==> config.mk <==
export PLATFORM = sky130hd
export DESIGN_NAME = keyed_watchdog_timer_core
export DESIGN_NICKNAME = d
export VERILOG_FILES = /design/src/sv/kwdt_pkg.sv /design/src/sv/kwdt_in_stage.sv /design/src/sv/kwdt_engine.sv /design/src/sv/keyed_watchdog_timer_core.sv
export SDC_FILE = /design/constraint.sdc
export NUM_CORES = 1
export LEC_CHECK = 0
export BUFFER_PORTS_ARGS = -buffer_cell sky130_fd_sc_hd__buf_2
export CORE_MARGIN = 4
export CORE_UTILIZATION = 50
export DETAILED_ROUTE_END_ITERATION = 16
export MAX_ROUTING_LAYER = met4
export PLACE_DENSITY = 0.83
export SYNTH_ARGS = -nofsm -noshare
export SYNTH_HDL_FRONTEND = slang
export SYNTH_SLANG_ARGS = --single-unit
==> constraint.sdc <==
create_clock -name aclk -period 4.09 [get_ports aclk]
set_input_delay 0.6135 -clock aclk [delete_from_list [all_inputs] [get_ports aclk]]
set_output_delay 0.6135 -clock aclk [all_outputs]
set_load 0.05 [all_outputs]
==> src/sv/kwdt_pkg.sv <==
// ----------------------------------------------------------------------------
// kwdt_pkg
// Shared types and constants for the keyed watchdog timer: transfer payloads,
// operation codes, key words, control word bit positions and key states.
// ----------------------------------------------------------------------------
`default_nettype none

package kwdt_pkg;

    // Operation codes carried in the input transfer
    typedef enum logic [1:0] {
        OP_TICK  = 2'd0,
        OP_WRITE = 2'd1,
        OP_READ  = 2'd2,
        OP_SPARE = 2'd3
    } kwdt_op_t;

    // Key words
    localparam logic [15:0] KEY_PING_A = 16'hAAAA;
    localparam logic [15:0] KEY_PING_B = 16'h5555;
    localparam logic [15:0] KEY_UNLK_A = 16'h3333;
    localparam logic [15:0] KEY_UNLK_B = 16'hCCCC;

    // Control word bit positions
    localparam int unsigned BIT_ENABLE = 15;
    localparam int unsigned BIT_RSTEN  = 14;
    localparam int unsigned BIT_IRQ    = 12;
    localparam int unsigned EXP_BITS   = 8;

    // Key sequence tracking
    typedef enum logic [3:0] {
        KEY_IDLE = 4'b0001,
        KEY_PING = 4'b0010,
        KEY_UNLK = 4'b0100,
        KEY_OPEN = 4'b1000
    } kwdt_key_t;

    typedef struct packed {
        logic [1:0]  op;
        logic [15:0] write_data;
    } kwdt_in_t;

    typedef struct packed {
        logic [15:0] read_data;
        logic        reset_pulse;
        logic        irq_flag;
    } kwdt_out_t;

endpackage

`default_nettype wire

==> src/sv/kwdt_in_stage.sv <==
// ----------------------------------------------------------------------------
// kwdt_in_stage
// Input register: captures one transfer per cycle, unless the engine stalls,
// hands it on, with ready passed back combinationally so items flow each cycle.
// ----------------------------------------------------------------------------
`default_nettype none

module kwdt_in_stage (
    input  wire logic             aclk,
    input  wire logic             aresetn,
    input  wire logic             s_valid,
    output logic                  s_ready,
    input  wire kwdt_pkg::kwdt_in_t s_data,
    output logic                  item_valid,
    input  wire logic             item_ready,
    output kwdt_pkg::kwdt_in_t    item_data
);
    import kwdt_pkg::*;

    logic     valid_reg;
    logic     valid_next;
    kwdt_in_t data_reg;
    logic     take;

    // Accept when empty or when the held item moves on this cycle
    assign s_ready = !valid_reg || item_ready;
    assign take    = s_valid && s_ready;

    always_comb begin
        if (take) begin
            valid_next = 1'b1;
        end else if (item_ready) begin
            valid_next = 1'b0;
        end else begin
            valid_next = valid_reg;
        end
    end

    // Hold control state
    always_ff @(posedge aclk) begin
        if (!aresetn) begin
            valid_reg <= 1'b0;
        end else begin
            valid_reg <= valid_next;
        end
    end

    // Capture payload
    always_ff @(posedge aclk) begin
        if (take) begin
            data_reg <= s_data;
        end
    end

    assign item_valid = valid_reg;
    assign item_data  = data_reg;

endmodule

`default_nettype wire

==> src/sv/kwdt_engine.sv <==
// ----------------------------------------------------------------------------
// kwdt_engine
// Watchdog state, single-pass update for one item, and the result register.
// ----------------------------------------------------------------------------
`default_nettype none

module kwdt_engine #(
    parameter int unsigned BASE_TICKS = 16
) (
    input  wire logic               aclk,
    input  wire logic               aresetn,
    input  wire logic               item_valid,
    output logic                    item_ready,
    input  wire kwdt_pkg::kwdt_in_t item_data,
    output logic                    m_valid,
    input  wire logic               m_ready,
    output kwdt_pkg::kwdt_out_t     m_data
);
    import kwdt_pkg::*;

    // Count never reaches BASE_TICKS << 7; one spare bit holds count + 1
    localparam int unsigned CNT_W = $clog2(BASE_TICKS) + 8;
    localparam logic [CNT_W-1:0] BASE_CNT = CNT_W'(BASE_TICKS);

    logic                enable_reg, enable_next;
    logic                rsten_reg, rsten_next;
    logic [EXP_BITS-1:0] exp_reg, exp_next;
    logic                irq_reg, irq_next;
    logic [CNT_W-1:0]    count_reg, count_next;
    kwdt_key_t           key_reg, key_next;
    logic                m_valid_reg, m_valid_next;
    kwdt_out_t           result_reg, result_next;

    logic                fire;
    logic [2:0]          exp_idx;
    logic [CNT_W-1:0]    threshold;
    logic [CNT_W-1:0]    count_inc;
    logic                pulse;
    kwdt_key_t           key_start;
    logic [15:0]         wdata;

    assign item_ready = !m_valid_reg || m_ready;
    assign fire       = item_valid && item_ready;
    assign wdata      = item_data.write_data;

    // Pick the lowest set exponent bit, zero when none is set
    always_comb begin
        exp_idx = 3'd0;
        for (int i = EXP_BITS - 1; i >= 0; i--) begin
            if (exp_reg[i]) begin
                exp_idx = 3'(i);
            end
        end
    end

    assign threshold = BASE_CNT << exp_idx;
    assign count_inc = count_reg + CNT_W'(1);

    // Start a fresh key sequence on either first key word
    always_comb begin
        if (wdata == KEY_PING_A) begin
            key_start = KEY_PING;
        end else if (wdata == KEY_UNLK_A) begin
            key_start = KEY_UNLK;
        end else begin
            key_start = KEY_IDLE;
        end
    end

    // Update state for the item in hand
    always_comb begin
        enable_next = enable_reg;
        rsten_next  = rsten_reg;
        exp_next    = exp_reg;
        irq_next    = irq_reg;
        count_next  = count_reg;
        key_next    = key_reg;
        pulse       = 1'b0;

        case (kwdt_op_t'(item_data.op))
            OP_TICK: begin
                if (enable_reg) begin
                    if (count_inc >= threshold) begin
                        count_next = '0;
                        if (rsten_reg) begin
                            pulse       = 1'b1;
                            enable_next = 1'b0;
                            rsten_next  = 1'b0;
                            exp_next    = '0;
                        end else begin
                            irq_next = 1'b1;
                        end
                    end else begin
                        count_next = count_inc;
                    end
                end
            end
            OP_WRITE: begin
                case (key_reg)
                    KEY_OPEN: begin
                        enable_next = wdata[BIT_ENABLE];
                        rsten_next  = wdata[BIT_RSTEN];
                        exp_next    = wdata[EXP_BITS-1:0];
                        if (wdata[BIT_IRQ]) begin
                            irq_next = 1'b0;
                        end
                        key_next = KEY_IDLE;
                    end
                    KEY_PING: begin
                        if (wdata == KEY_PING_B) begin
                            count_next = '0;
                            key_next   = KEY_IDLE;
                        end else begin
                            key_next = key_start;
                        end
                    end
                    KEY_UNLK: begin
                        if (wdata == KEY_UNLK_B) begin
                            key_next = KEY_OPEN;
                        end else begin
                            key_next = key_start;
                        end
                    end
                    default: begin
                        key_next = key_start;
                    end
                endcase
            end
            default: begin
                // Reads and the spare code change nothing
            end
        endcase
    end

    // Assemble the result from the updated state
    always_comb begin
        result_next.read_data             = '0;
        result_next.read_data[BIT_ENABLE] = enable_next;
        result_next.read_data[BIT_RSTEN]  = rsten_next;
        result_next.read_data[BIT_IRQ]    = irq_next;
        result_next.read_data[EXP_BITS-1:0] = exp_next;
        result_next.reset_pulse           = pulse;
        result_next.irq_flag              = irq_next;
    end

    always_comb begin
        if (fire) begin
            m_valid_next = 1'b1;
        end else if (m_ready) begin
            m_valid_next = 1'b0;
        end else begin
            m_valid_next = m_valid_reg;
        end
    end

    // Advance watchdog state and output handshake
    always_ff @(posedge aclk) begin
        if (!aresetn) begin
            enable_reg  <= 1'b0;
            rsten_reg   <= 1'b0;
            exp_reg     <= '0;
            irq_reg     <= 1'b0;
            count_reg   <= '0;
            key_reg     <= KEY_IDLE;
            m_valid_reg <= 1'b0;
        end else begin
            m_valid_reg <= m_valid_next;
            if (fire) begin
                enable_reg <= enable_next;
                rsten_reg  <= rsten_next;
                exp_reg    <= exp_next;
                irq_reg    <= irq_next;
                count_reg  <= count_next;
                key_reg    <= key_next;
            end
        end
    end

    // Hold the result until it is taken
    always_ff @(posedge aclk) begin
        if (fire) begin
            result_reg <= result_next;
        end
    end

    assign m_valid = m_valid_reg;
    assign m_data  = result_reg;

endmodule

`default_nettype wire

==> src/sv/keyed_watchdog_timer_core.sv <==
// ----------------------------------------------------------------------------
// keyed_watchdog_timer_core
// Watchdog with one keyed 16-bit control word, driven by tick, write and read
// transfers and returning one status result per transfer.
//
//   channel   direction  handshake            payload
//   s_        in         s_valid / s_ready    kwdt_in_t  (op, write_data)
//   m_        out        m_valid / m_ready    kwdt_out_t (read_data,
//                                                         reset_pulse, irq_flag)
//
// One transfer is taken per cycle unless m_ready stalls; its result passes
// the input register and one update pass into the result register, where
// it is held until taken.
// Synchronous active-low reset clears the control word, irq flag, tick count
// and key sequence. A stalled m_ready holds the result and, once the input
// register is also full, drops s_ready.
// ----------------------------------------------------------------------------
`default_nettype none

module keyed_watchdog_timer_core #(
    parameter int unsigned BASE_TICKS = 16
) (
    input  wire logic                aclk,
    input  wire logic                aresetn,
    input  wire logic                s_valid,
    output logic                     s_ready,
    input  wire kwdt_pkg::kwdt_in_t  s_data,
    output logic                     m_valid,
    input  wire logic                m_ready,
    output kwdt_pkg::kwdt_out_t      m_data
);
    import kwdt_pkg::*;

    logic     item_valid;
    logic     item_ready;
    kwdt_in_t item_data;

    // Register the incoming transfer
    kwdt_in_stage u_in_stage (
        .aclk       (aclk),
        .aresetn    (aresetn),
        .s_valid    (s_valid),
        .s_ready    (s_ready),
        .s_data     (s_data),
        .item_valid (item_valid),
        .item_ready (item_ready),
        .item_data  (item_data)
    );

    // Update watchdog state and register the result
    kwdt_engine #(
        .BASE_TICKS (BASE_TICKS)
    ) u_engine (
        .aclk       (aclk),
        .aresetn    (aresetn),
        .item_valid (item_valid),
        .item_ready (item_ready),
        .item_data  (item_data),
        .m_valid    (m_valid),
        .m_ready    (m_ready),
        .m_data     (m_data)
    );

endmodule

`default_nettype wire
==> flow_summary.json, run 1 <==
{
  "numCtsBuffers": 9,
  "cp-startpoint": "u_engine.count_reg[2]",
  "post-route-cell-area_um2": 3270,
  "post_cts_resized": 0,
  "skew_ns": 0.00483,
  "dieHeight_um": 84.3,
  "hpwl_mm": 4.17,
  "dr.pass1.iters": 4,
  "syn-cell-area_um2": 2910,
  "yosysSeqAreaShare_pct": 50.9,
  "vias": 2189,
  "pwr-share-comb_pct": 5.8,
  "synth_top_family_by_area": "simple AND/OR/NAND/NOR gates",
  "rsz0062_at_grt": "no",
  "port_buffers": 36,
  "finalHoldViolCount": 0,
  "r2r-start": "u_engine.count_reg[2]",
  "syn_to_final_growth_pct": 12.4,
  "ys_async_sr_fraction_pct": 0,
  "min_period_ns": 3.40,
  "die_x_um": 84.3,
  "ant_nets": 0,
  "synth_edf_count": 30,
  "overflow": 0,
  "ys_seq_elements": 59,
  "worstMarginPinSlew_ns": 0.809,
  "syn_inst": 283,
  "place.gp.congestion": 0.839,
  "first_global_vias": 2141,
  "max_freq_ghz": 0.294,
  "p_int_w": 0.000876,
  "clock-root-buffer": "clkbuf_8",
  "r2r-end": "u_engine.m_data[3]",
  "synth_area_leaders": "edfxtp_1, dfxtp_1, a22o_1, ha_1, nor2_1",
  "clock_sinks": 59,
  "synth_top_area_share_pct": 30.9,
  "yosys-mux-area-fraction_pct": 0.344,
  "postCtsSetupBuffers": 0,
  "synth_ff_type": "edfxtp_1",
  "switchingPower_w": 0.000298,
  "cap_violations": 0,
  "critical_path_class": "reg2reg",
  "ff2ff_setup_slack_ns": 0.69,
  "synth_fa_ha_area_share_pct": 4.30,
  "cts_tree": "built",
  "worstSetupStartpointType": "register",
  "synth_compound_area_share_pct": 15.6,
  "power_density_nw_per_um2": 359,
  "clockBufferDepth": 2,
  "diodes": 0,
  "ctsHoldBuffers": 0,
  "drt-wirelength-per-cell_um": 14.2,
  "synth_top_area_cell": "edfxtp_1",
  "grt_max_degree": 19,
  "synth_xor_area_share_pct": 2.10,
  "min_path_type": "in2reg",
  "status": "finished, final reports clean",
  "seqPwrFrac_pct": 55.4,
  "holdWs_ns": 0.447,
  "cp_data_required_time_ns": 4.18,
  "start_util_pct": 52.3,
  "ys_types": 53,
  "core_um2": 5570,
  "drc": 0,
  "grt_usage_pct": 17.8,
  "clk_pin_slew_ns": 0.07,
  "antenna_found_initial": 0,
  "yosys_warnings": 0,
  "vias_per_cell": 5.53,
  "power_w": 0.00117,
  "holdPathEnd": "u_in_stage.item_data[14]",
  "period_share_pct": 83.1,
  "layout.nets": 351,
  "dieArea_um2": 7110,
  "ff2ff_path_depth": 12,
  "min_from": "s_data[14]",
  "finalWirelength_mm": 5.63,
  "relSlewSlack_pct": 45.9,
  "swShare_pct": 25.4,
  "hold_depth": 1,
  "syn_area_per_cell_um2": 10.3,
  "io_pins": 42,
  "final.setup.tns_ns": 0,
  "largest_reg_flops": 18,
  "post-route-util_pct": 58.7,
  "clkLatencyLatePin_ns": 0.34,
  "leakage_nw": 1.25,
  "p_clk_share_pct": 38.7,
  "h-tree-depth": 3,
  "cp-end-kind": "register",
  "crit_path_max_fanout": 8,
  "critPathArrivalTime_ns": 3.49,
  "place_area_um2": 3110,
  "rows": 27,
  "setup_viol": 0,
  "grt_first_pass_wirelength_mm": 9.78,
  "peakVddDrop_v": 0.000274,
  "slew_violations": 0,
  "synth-simple-area-share_pct": 22.8,
  "drive_gt1_share_pct": 18.5,
  "drt_iter0_markers": 116
}
## per-layer routing
layer | global-route usage, % | up-vias | wire [µm]
met5 | - | - | 0
met4 | 7.16 | 0 | 114
met3 | 5.99 | 11 | 292
met2 | 27.7 | 61 | 2700
met1 | 21.2 | 1009 | 2530
li1 | - | 1108 | -
## cells by family after synthesis
kind of cell / count (synthesis)
flops: 59
simple gates: 124
compound gates: 61
fa+ha+maj: 10
mux: 1
buf+inv: 20
other cells: 1
xor+xnor: 7
## critical path: stages (launching register included)
cell and delay [ns]:
dfxtp_1 0.43, nand4_1 0.16, nor2_1 0.23, nand4_1 0.15, and2_1 0.20, or2_2 0.30
ha_1 0.30, o21a_1 0.12, o211ai_1 0.09, a31oi_2 0.31, nor3_1 0.13, or3_1 0.47
a22o_1 0.28
## final cells by class
type / instances / area, µm²
repair buffers: 36 / 180
flip-flops and latches: 59 / 1480
well taps: 72 / 90.1
clock buffers: 10 / 128
inverters: 5 / 18.8
clock inverters: 6 / 41.3
fillers: 470 / 2300
multi-input cells: 208 / 1340
## through the flow
step	std cells	setup slack (ns)
after floorplan	287	1.10
after global placement	380	0.895
after detailed placement	380	0.770
after CTS	396	0.745
after global routing	396	0.535
final	396	0.691
## Yosys cell counts (all sizes together) (6+ instances only)
cell	number
nor2	33
edfxtp	30
dfxtp	29
nand2	28
a22o	17
nand3	14
buf	10
ha	10
o21ai	10
a21oi	9
a22oi	7
and2	6
xnor2	6
## worst max-delay path by stage
stage                         end  depth (start not counted)
5_1_grt        u_engine.m_data[4]                         12
3_3_place_gp   u_engine.m_data[5]                         12
2_1_floorplan  u_engine.m_data[7]                         13
3_5_place_dp   u_engine.m_data[3]                         12
6_report       u_engine.m_data[3]                         12
4_1_cts        u_engine.m_data[3]                         12
## cells in the final DEF, fill, tap and decap left out, types with 2 or more instances in the layout
master	netlist	layout
o21ai_0	9	9
nor4bb_1	5	5
and2_1	4	4
xnor2_1	6	6
nor3b_1	4	4
a21o_1	2	2
inv_1	4	4
nand4_1	2	2
nand3b_1	3	3
a22oi_1	7	7
o211ai_1	2	2
nand2b_1	3	3
conb_1	1	5
edfxtp_1	30	30
o21a_1	4	4
a31oi_1	3	3
buf_2	2	36
dfxtp_1	29	29
a21oi_1	8	8
nand2_1	28	28
clkinvlp_4	0	2
ha_1	10	10
clkinv_1	1	2
a22o_1	17	17
nor3_1	5	5
nor2b_1	5	5
or2_2	2	2
nor2_1	32	32
and3_1	5	5
nand3_1	14	14
clkbuf_8	0	9
nor4_1	3	3
## power groups by stage
stage	clock, W	combinational [W]	sequential [W]
2_1_floorplan	0	0.0000381	0.000676
3_3_place_gp	0	0.0000681	0.000663
3_5_place_dp	0	0.0000689	0.000664
4_1_cts	0.000466	0.0000689	0.000651
5_1_grt	0.000495	0.0000740	0.000653
6_report	0.000455	0.0000686	0.000651
Power figures use the tool's default switching activity.
==> run 2, diff against run 1 <==
==> constraint.sdc (replaced) <==
create_clock -name aclk -period 3.3 [get_ports aclk]
set_input_delay 0.495 -clock aclk [delete_from_list [all_inputs] [get_ports aclk]]
set_output_delay 0.495 -clock aclk [all_outputs]
set_load 0.05 [all_outputs]
==> run 2 against run 1 <==
Net effect:
- core utilization is 1.5 points higher
- largest power group unchanged
- wire length grew 4.3%
- power grew 37%
- critical path type unchanged
- flip-flop and latch count is the same
==> flow_summary.json, run 2 (synthesis gave the netlist of run 1 again) <==
{
  "status": "finished, final reports clean",
  "layout_common_cells": "buf_2, nor2_1, edfxtp_1",
  "hpwl_mm": 4.27,
  "hold_depth": 1,
  "clockBufferDepth": 2,
  "clock_sinks": 59,
  "dr.pass1.iters": 4,
  "setup_viol": 0,
  "cp_data_required_time_ns": 3.58,
  "ff2ff_setup_slack_ns": 0.20,
  "die_x_um": 84.3,
  "drc": 0,
  "leakage_nw": 1.29,
  "peakVddDrop_v": 0.000342,
  "relSlewSlack_pct": 45.9,
  "ctsHoldBuffers": 0,
  "critical_path_class": "reg2reg",
  "clk_pin_slew_ns": 0.07,
  "drt-wirelength-per-cell_um": 14.7,
  "antenna_found_initial": 0,
  "cp-end-kind": "register",
  "dieArea_um2": 7110,
  "finalHoldViolCount": 0,
  "core_um2": 5570,
  "min_period_ns": 3.10,
  "final_common_cell": "buf_2",
  "drt_iter0_markers": 105,
  "h-tree-depth": 3,
  "ant_nets": 0,
  "worstSetupStartpointType": "register",
  "r2r-start": "u_engine.count_reg[3]",
  "grt_max_degree": 19,
  "worstPathCellList": "nand4_1 -> nor2_2 -> nand4_1 -> and2_1 -> or2_2 -> ha_1 -> o21a_1 -> o211ai_1 -> a31oi_2 -> buf_4 -> o21a_1 -> o31ai_4 -> buf_4 -> a22o_1",
  "min_path_type": "in2reg",
  "holdPathEnd": "u_in_stage.item_data[4]",
  "grt_first_pass_wirelength_mm": 10.2,
  "cts_tree": "built",
  "cap_violations": 0,
  "grt_usage_pct": 18.3,
  "skew_ns": 0.00699,
  "layout.nets": 354,
  "first_global_vias": 2227,
  "slowest_delay_ns": 0.41,
  "ff2ff_path_depth": 14,
  "power_density_nw_per_um2": 479,
  "final.setup.tns_ns": 0,
  "worstMarginPinSlew_ns": 0.808,
  "syn_to_final_growth_pct": 15.4,
  "largest_reg_flops": 18,
  "port_buffers": 36,
  "r2r-end": "u_engine.exp_reg[0]",
  "period_share_pct": 94.0,
  "place.gp.congestion": 0.798,
  "max_freq_ghz": 0.322,
  "post-route-cell-area_um2": 3360,
  "start_util_pct": 52.3,
  "min_from": "s_data[4]",
  "diodes": 0,
  "rows": 27,
  "clock-root-buffer": "clkbuf_8",
  "cp_slowest_cell": "dfxtp_1",
  "overflow": 0,
  "vias": 2314,
  "clkLatencyLatePin_ns": 0.33,
  "vias_per_cell": 5.80,
  "crit_path_max_fanout": 8,
  "critPathArrivalTime_ns": 3.38,
  "dieHeight_um": 84.3,
  "drive_gt1_share_pct": 20.8,
  "slew_violations": 0,
  "place_area_um2": 3120,
  "io_pins": 42,
  "finalWirelength_mm": 5.87,
  "numCtsBuffers": 9
}
[run 2: critical path: cells and delay by family, from the launching register on]
kind | cells | cell delay [ns]
DFF | 1 | 0.41
buffers and inverters | 2 | 0.37
adders and majority gates | 1 | 0.31
and+or+nand+nor | 5 | 0.97
AOI/OAI and AO/OA | 6 | 0.98
[run 2: stage by stage]
step                worst slack [ns]  instances  hold WS [ns]  total power (W)  utilization (%)
CTS                            0.127        398         0.325          0.00162             59.9
detailed placement             0.137        382         0.511         0.000909             56.0
global placement               0.272        382         0.480         0.000907             56.0
finish                         0.197        399         0.336          0.00161             60.3
global route                 -0.0157        399         0.314          0.00167             60.3
floorplan                      0.314        287         0.454         0.000885                -
[run 2: power by group]
group	switching (W)	leakage [nW]	internal, W
Sequential	0.0000159	0.525	0.000791
Clock	0.000293	0.101	0.000422
Combinational	0.0000633	0.666	0.0000235
Total	0.000372	1.29	0.00124
[run 2: repair_timing]
action                                  in CTS  in global routing
resized for setup                            0                  4
endpoints found under the setup margin       0                 26
setup buffers                                0                  1
[run 2: per-layer routing]
metal	part of all wire [%]	GRT usage [%]
met1	43	21.9
met2	49	28.9
met3	6.6	5.30
met4	1.8	7.60
met5	0	-
[run 2: cell type report]
type                            count  area, µm²
Clock buffer                        9        124
Inverter                            5       18.8
Timing Repair Buffer               39        203
Sequential cell                    59       1480
Tap cell                           72       90.1
Multi-Input combinational cell    208       1350
Clock inverter                      7       92.6
Fill cell                         458       2210
[run 2: worst max path at each step]
stage | startpoint | endpoint | slack, ns | cells after the start
2_1_floorplan | u_engine.count_reg[2] | u_engine.m_data[7] | 0.31 | 13
3_3_place_gp | u_engine.count_reg[3] | u_engine.m_data[5] | 0.27 | 12
3_5_place_dp | u_engine.count_reg[3] | u_engine.m_data[9] | 0.14 | 12
4_1_cts | u_engine.count_reg[3] | u_engine.m_data[9] | 0.13 | 12
5_1_grt | u_engine.count_reg[3] | u_engine.exp_reg[0] | -0.02 | 14
6_report | u_engine.count_reg[3] | u_engine.exp_reg[0] | 0.20 | 14
